<file path="src/hdl/ttlc_pkg.sv">
package ttlc_pkg;

	localparam int ENTRIES = 1024;
	localparam int IDX_W = (ENTRIES > 1) ? $clog2(ENTRIES) : 1;
	localparam int KEY_W = 64;
	localparam int TYPE_W = 16;
	localparam int ADDR_W = 64;
	localparam int TTL_W = 32;
	localparam int TIME_W = 64;
	localparam int MS_PER_SEC = 1000;
	localparam int MS_W = TTL_W + $clog2(MS_PER_SEC);

	typedef enum logic [1:0] {
		OP_LOOKUP = 2'd0,
		OP_STORE  = 2'd1,
		OP_SWEEP  = 2'd2,
		OP_NONE   = 2'd3
	} op_t;

	typedef struct packed {
		logic [1:0]        req_type;
		logic [KEY_W-1:0]  lookup_key;
		logic [TYPE_W-1:0] rec_type;
		logic [ADDR_W-1:0] addr_hi;
		logic [ADDR_W-1:0] addr_lo;
		logic [TTL_W-1:0]  ttl_sec;
		logic [TIME_W-1:0] now_ms;
	} req_t;

	typedef struct packed {
		logic              hit;
		logic              expired_removed;
		logic [ADDR_W-1:0] out_addr_hi;
		logic [ADDR_W-1:0] out_addr_lo;
	} rsp_t;

	typedef struct packed {
		logic [KEY_W-1:0]  key;
		logic [TYPE_W-1:0] rtype;
		logic [ADDR_W-1:0] addr_hi;
		logic [ADDR_W-1:0] addr_lo;
		logic [TIME_W-1:0] expiry;
	} rec_t;

	typedef struct packed {
		logic en;
		logic vld;
		logic match;
	} scan_t;

	typedef struct packed {
		logic             match_have;
		logic [IDX_W-1:0] target;
	} pick_t;

endpackage

</file>
<file path="src/hdl/ttlc_pick.sv">
module ttlc_pick (
	input  logic                       clk,
	input  logic                       arst_n,
	input  logic                       start,
	input  ttlc_pkg::scan_t            scan,
	input  logic [ttlc_pkg::IDX_W-1:0] idx,
	input  logic [ttlc_pkg::TIME_W-1:0] expiry,
	output ttlc_pkg::pick_t            pick
);
	import ttlc_pkg::*;

	logic             match_have_q;
	logic             free_have_q;
	logic             min_have_q;
	logic [IDX_W-1:0] match_idx_q;
	logic [IDX_W-1:0] free_idx_q;
	logic [IDX_W-1:0] min_idx_q;
	logic [TIME_W-1:0] min_exp_q;
	logic             take_match;
	logic             take_free;
	logic             take_min;

	assign take_match = scan.en && scan.match && !match_have_q;
	assign take_free = scan.en && !scan.vld && !free_have_q;
	assign take_min = scan.en && scan.vld && (!min_have_q || expiry < min_exp_q);

	always_ff @(posedge clk or negedge arst_n) begin
		if (!arst_n) begin
			match_have_q <= 1'b0;
			free_have_q <= 1'b0;
			min_have_q <= 1'b0;
		end else if (start) begin
			match_have_q <= 1'b0;
			free_have_q <= 1'b0;
			min_have_q <= 1'b0;
		end else begin
			if (take_match) match_have_q <= 1'b1;
			if (take_free) free_have_q <= 1'b1;
			if (take_min) min_have_q <= 1'b1;
		end
	end

	always_ff @(posedge clk) begin
		if (take_match) match_idx_q <= idx;
		if (take_free) free_idx_q <= idx;
		if (take_min) begin
			min_idx_q <= idx;
			min_exp_q <= expiry;
		end
	end

	always_comb begin
		pick.match_have = match_have_q;
		if (match_have_q) pick.target = match_idx_q;
		else if (free_have_q) pick.target = free_idx_q;
		else pick.target = min_idx_q;
	end

endmodule

</file>
<file path="config.mk">
export PLATFORM = sky130hd
export DESIGN_NAME = ttlc_pick
export DESIGN_NICKNAME = d
export VERILOG_FILES = /design/src/hdl/ttlc_pkg.sv /design/src/hdl/ttlc_pick.sv
export SDC_FILE = /design/constraint.sdc
export NUM_CORES = 1
export LEC_CHECK = 0
export ABC_AREA = 1
export BUFFER_PORTS_ARGS = -buffer_cell sky130_fd_sc_hd__buf_2
export CAP_MARGIN = 20
export CORE_MARGIN = 2
export CORE_UTILIZATION = 40
export CTS_BUF_LIST = sky130_fd_sc_hd__clkbuf_2
export CTS_CLUSTER_SIZE = 16
export DETAILED_ROUTE_END_ITERATION = 10
export PLACE_DENSITY_LB_ADDON = 0.25
export REMOVE_ABC_BUFFERS = 1
export SLEW_MARGIN = 15
export SYNTH_ARGS = -nofsm -noshare
export SYNTH_HDL_FRONTEND = slang
export SYNTH_SLANG_ARGS = --single-unit
</file>
<file path="constraint.sdc">
create_clock -name clk -period 6.04 [get_ports clk]
set_input_delay 1.208 -clock clk [delete_from_list [all_inputs] [get_ports clk]]
set_output_delay 1.208 -clock clk [all_outputs]
set_load 0.03 [all_outputs]
</file>
=== Yosys cells after proc, flatten, opt, wreduce, memory -nomap -nowiden ===
Index checks and enable logic that the tools add are counted.

* Register bits after elaboration: 97
* Bits of input ports: 80
* Word-level logic and storage cells: 30

* Multiplexer cells: 8
* Reductions and logical operators: 14
* Order comparisons: 1

{| class="wikitable"
|+ Operators by type and width
! kind !! number
|-
| 64-bit less-than comparator || 1
|-
| 10-bit 2-to-1 mux || 2
|-
| 1-bit logical AND || 6
|-
| 1-bit 2-to-1 mux || 6
|-
| 2-bit nonzero test || 3
|-
| 1-bit zero test || 4
|-
| 1-bit logical OR || 1
|}

=== Depth between registers and ports, before layout ===
* Depth after elaboration: 5
* Depth in mapped cells: 15
* Mapped depth without buffers: 15

=== Worst setup path after synthesis ===
Ideal clock, no wire load.

* Path kind: input-to-reg
* Start point: in expiry[5] (netlist bit)
* End point: reg min_exp_q[0] (enable)
* Data required time: 5509 ps
* Buffers on the path: 0
* Setup slack: -145 ps
* Setup time: 531 ps
* Arrival time: 5655 ps
* Cell stages on the path: 12
* Cell sequence: ha_1 -> a21oi_1 -> nor2_1 -> nor3_2 -> nand2_1 -> nand2_1 -> nand2_1 -> nand2_1 -> nand2_1 -> nand2_1 -> nand2_1 -> a21oi_1

* Longest elaborated chain between the ends: 3

{| class="wikitable"
|+ Ends and longest elaborated chain
! item !! line !! source
|-
| start: declaration || ttlc_pick.sv:7 || <nowiki>input logic [ttlc_pkg::TIME_W-1:0] expiry,</nowiki>
|-
| 64-bit less-than comparator || ttlc_pick.sv:25 || <nowiki>assign take_min = scan.en && scan.vld && (!min_have_q || expiry < min_exp_q);</nowiki>
|-
| 1-bit logical OR || ttlc_pick.sv:25 ||
|-
| 1-bit logical AND || ttlc_pick.sv:25 ||
|-
| net take_min || ttlc_pick.sv:21 || <nowiki>logic take_min;</nowiki>
|-
| end signal: assignment || ttlc_pick.sv:48 || <nowiki>min_exp_q <= expiry;</nowiki>
|-
| end: declaration || ttlc_pick.sv:18 || <nowiki>logic [TIME_W-1:0] min_exp_q;</nowiki>
|}

The timed path passes the listed nets, and every way through them passes these cells.
A chain may end at the register's enable or synchronous reset.

==> tab_implementation.tex <==
\begin{tabular}{lr}
\hline
Metric & Value \\
\hline
\multicolumn{2}{l}{\textbf{Outcome}} \\
Outcome & finished, final reports clean \\
\multicolumn{2}{l}{\textbf{Clock network}} \\
Maximum clock insertion buffer count & 2 \\
Worst-skew pair later-pin latency & 0.59 ns \\
CTS hold repair buffers & 0 \\
H-tree depth & 3 \\
Clock Tree Root & sky130\_fd\_sc\_hd\_\_clkbuf\_2 \\
Number of clock buffers inserted by TritonCTS & 9 \\
CTS tree & yes \\
Clock sinks & 97 \\
Count of cells resized by post-cts repair & 0 \\
CTS clk-pin slew, worst paths & 0.26 ns \\
Buffer count from post-CTS setup fixing & 0 \\
\multicolumn{2}{l}{\textbf{Setup path}} \\
CP Data Required Time & about 4.8 ns \\
Endpoint kind of the worst setup timing path & output pin \\
Worst Path Max Fanout & 13 \\
Kind of critical path & reg -> out \\
Nature of the critical path startpoint & flop \\
R2r worst-path depth & 14 \\
Data arrival time of the critical path & between 2 and 2.5 ns \\
Setup slack on the worst flop-to-flop path & just over 3 ns \\
\multicolumn{2}{l}{\textbf{Floorplan}} \\
DIE WIDTH & 114 um \\
DIE AREA & 12,900 sq um \\
Initial core utilization & 0.406 \\
Number of placement rows & 40 \\
Io pins & 91 \\
Core footprint & 11,900 sq um \\
Floorplan die height & about 110 um \\
\multicolumn{2}{l}{\textbf{STA}} \\
Worst slew pin tran & $\sim$1.0 ns \\
Minimum period implied by the final worst setup slack & approximately 3.3 ns \\
Final worst-path cycle share & 0.547 \\
Max\_slew headroom & 0.328 \\
Finish-stage setup viols & 0 \\
Number of slew-limit violations in the final report & 0 \\
Fin. Hold Viols & 0 \\
Post-Route Skew & 0.0329 ns \\
Post-Route Hold Slack & around 0.35 ns \\
Achievable Freq & around 300 MHz \\
Unrepaired setup endpoints after global routing & false \\
Worst Slack Setup Final & 2.73 ns \\
\multicolumn{2}{l}{\textbf{Synthesis}} \\
Average size of a mapped cell & 11.5 sq um \\
Portion of the post-synthesis area used by sequential elements & 0.602 \\
Instance count of the mapped netlist & 420 \\
Synth Register Bits & 97 \\
Number of library cell types mapped by synthesis & 22 \\
Post-synthesis cell area & between 4000 and 5000 sq um \\
Yosys synthesis warning count & 0 \\
\multicolumn{2}{l}{\textbf{GRT}} \\
Pin count of the biggest net entering global routing & 65 \\
Aggregate global-route resource usage & 0.142 \\
First-pass GRT wire length & 14,300 um \\
Number of antenna violations at the first check in global routing & 1 \\
Global route overflow & 0 \\
Vias in the first global route & 3,158 \\
\multicolumn{2}{l}{\textbf{Finish}} \\
Number of antenna cells inserted & 0 \\
Layout cells sized above 1 & 0.222 \\
Post-route cell area & approximately 5500 sq um \\
Filler cell count & roughly 1,100 \\
Post-layout utilization of the core & 0.466 \\
Total area of multi-input combinational cells & 1610 sq um \\
Number of nets at the end of the flow & 660 \\
Signed area change from the synthesized netlist to the final layout & 15.0\% \\
Register area & 2900 sq um \\
\multicolumn{2}{l}{\textbf{Placed design}} \\
Placed standard-cell area & 5440 sq um \\
HPWL after detailed placement & 6400 um \\
Pre-CTS setup slack & 2.03 ns \\
Placer congestion estimate & between 0.7 and 0.8 \\
Port Buf Inserts & 90 \\
\multicolumn{2}{l}{\textbf{Route}} \\
DRT antenna net count & 0 \\
Average wire per standard cell & 12.8 um \\
Total met2 wirelength after detailed routing & 3910 um \\
Count of vias placed by the detailed router & $\sim$3,100 \\
Amount of wire on met3 after detailed routing & between 400 and 500 um \\
Residual DRC & 0 \\
Drt via density & 4.66 \\
Initial drt markers & roughly 150 \\
Number of detailed-route iterations in the first pass & 4 \\
Metal1 wirelength & 3980 um \\
Top sig layer & met5 \\
Total wire length & 8570 um \\
\multicolumn{2}{l}{\textbf{Hold path}} \\
Worst hold path type & in -> async \\
\multicolumn{2}{l}{\textbf{Power}} \\
Static leakage power & 0.00258 uW \\
Peak VDD IR & $\sim$0.000088 V \\
Areal power density over the cells & 224 nW/um\^{}2 \\
Final Power & 1240 uW \\
\multicolumn{2}{l}{\textbf{Job}} \\
Max Cap Viol & 0 \\
\hline
\end{tabular}
[worst max-delay path: stages, from the launching register on]
cell and delay (ns):
sky130_fd_sc_hd__dfrtp_1 0.63, sky130_fd_sc_hd__inv_1 0.40, sky130_fd_sc_hd__nor2_1 0.08, sky130_fd_sc_hd__a21oi_1 0.17, sky130_fd_sc_hd__buf_2 0.23
[worst paths after layout]
kind	startpoint	end
min	arst_n	match_have_q
max reg2reg	min_exp_q[5]	min_exp_q[51]
min in group clk	min_have_q	min_have_q
max in group asynchronous	arst_n	free_have_q
max	match_have_q	pick[9]
min reg2reg	min_have_q	min_have_q
[routing by layer]
metal  track usage  up-vias
li1              -     1622
met1         0.179     1411
met2         0.231       69
met3        0.0356       14
met4        0.0634        2
met5             0        -
[power breakdown]
part / switching [uW] / leakage (uW) / internal (uW)
Combinational: 110 / 0.00161 / 67.6
Clock: 222 / 0.0000557 / 53.4
Sequential: 10.8 / 0.000917 / 774
[synthesized netlist by cell type]
cell,number,share of area
sky130_fd_sc_hd__edfxtp_1,94,0.59
sky130_fd_sc_hd__inv_1,75,0.059
sky130_fd_sc_hd__nand2_1,67,0.052
sky130_fd_sc_hd__ha_1,63,0.16
sky130_fd_sc_hd__a21oi_1,55,0.057
sky130_fd_sc_hd__nor2_1,26,0.020
sky130_fd_sc_hd__o21ai_1,7,0.0073
sky130_fd_sc_hd__clkbuf_1,4,0.0031
sky130_fd_sc_hd__inv_2,4,0.0031
sky130_fd_sc_hd__dfrtp_1,3,0.016
sky130_fd_sc_hd__nand3_1,3,0.0031
sky130_fd_sc_hd__nand4_1,3,0.0039
sky130_fd_sc_hd__nor3_1,3,0.0031
sky130_fd_sc_hd__o21ai_0,3,0.0031
sky130_fd_sc_hd__nor3_2,2,0.0042
sky130_fd_sc_hd__o211ai_1,2,0.0031
sky130_fd_sc_hd__buf_4,1,0.0016
sky130_fd_sc_hd__nand2_2,1,0.0013
sky130_fd_sc_hd__nand3_2,1,0.0021
sky130_fd_sc_hd__nor3_4,1,0.0034
sky130_fd_sc_hd__o21a_1,1,0.0016
sky130_fd_sc_hd__o21bai_1,1,0.0016
[placed cells by master (no fill, tap or decap), drive strengths merged]
master    Yosys  routed
o21ai        10      10
nand4         3       3
ha           63      63
a21oi        55      55
o21bai        1       1
inv          79      80
o21a          1       1
edfxtp       94      94
buf           1      91
nand3         4       4
clkinvlp      0       2
o211ai        2       2
nor3          6       6
dfrtp         3       3
nor2         26      26
clkbuf        4       9
clkinv        0       4
nand2        68      68
[cell type report]
class,count,share of cell area
flip-flops and latches,97,0.524
multi-input cells,239,0.290
repair buffers,91,0.0828
inverters,79,0.0536
well taps,147,0.0332
clock inverters,7,0.00837
clock buffers,9,0.00814
[flip-flops by register name, indices dropped and copies added (netlist names)]
name,cells
min_exp_q,64
free_idx_q,10
match_idx_q,10
min_idx_q,10
free_have_q,1
match_have_q,1
min_have_q,1
[through the flow]
| step | setup TNS [ns] | cells |
|---|---|---|
| 3_5_place_dp | 0 | 653 |
| 5_1_grt | 0 | 669 |
| 4_1_cts | 0 | 669 |
| 6_report | 0 | 669 |
| 3_3_place_gp | 0 | 653 |
| 2_1_floorplan | -10.74 | 415 |
[kinds of logic after synthesis]
family,count (synthesis),synth area share
AND/OR/NAND/NOR,107,0.0936
flip-flops,97,0.602
buffers and inverters,84,0.0663
AO/OA/AOI/OAI,69,0.0739
adder cells (fa/ha/maj),63,0.164
Power figures use the tool's default switching activity.
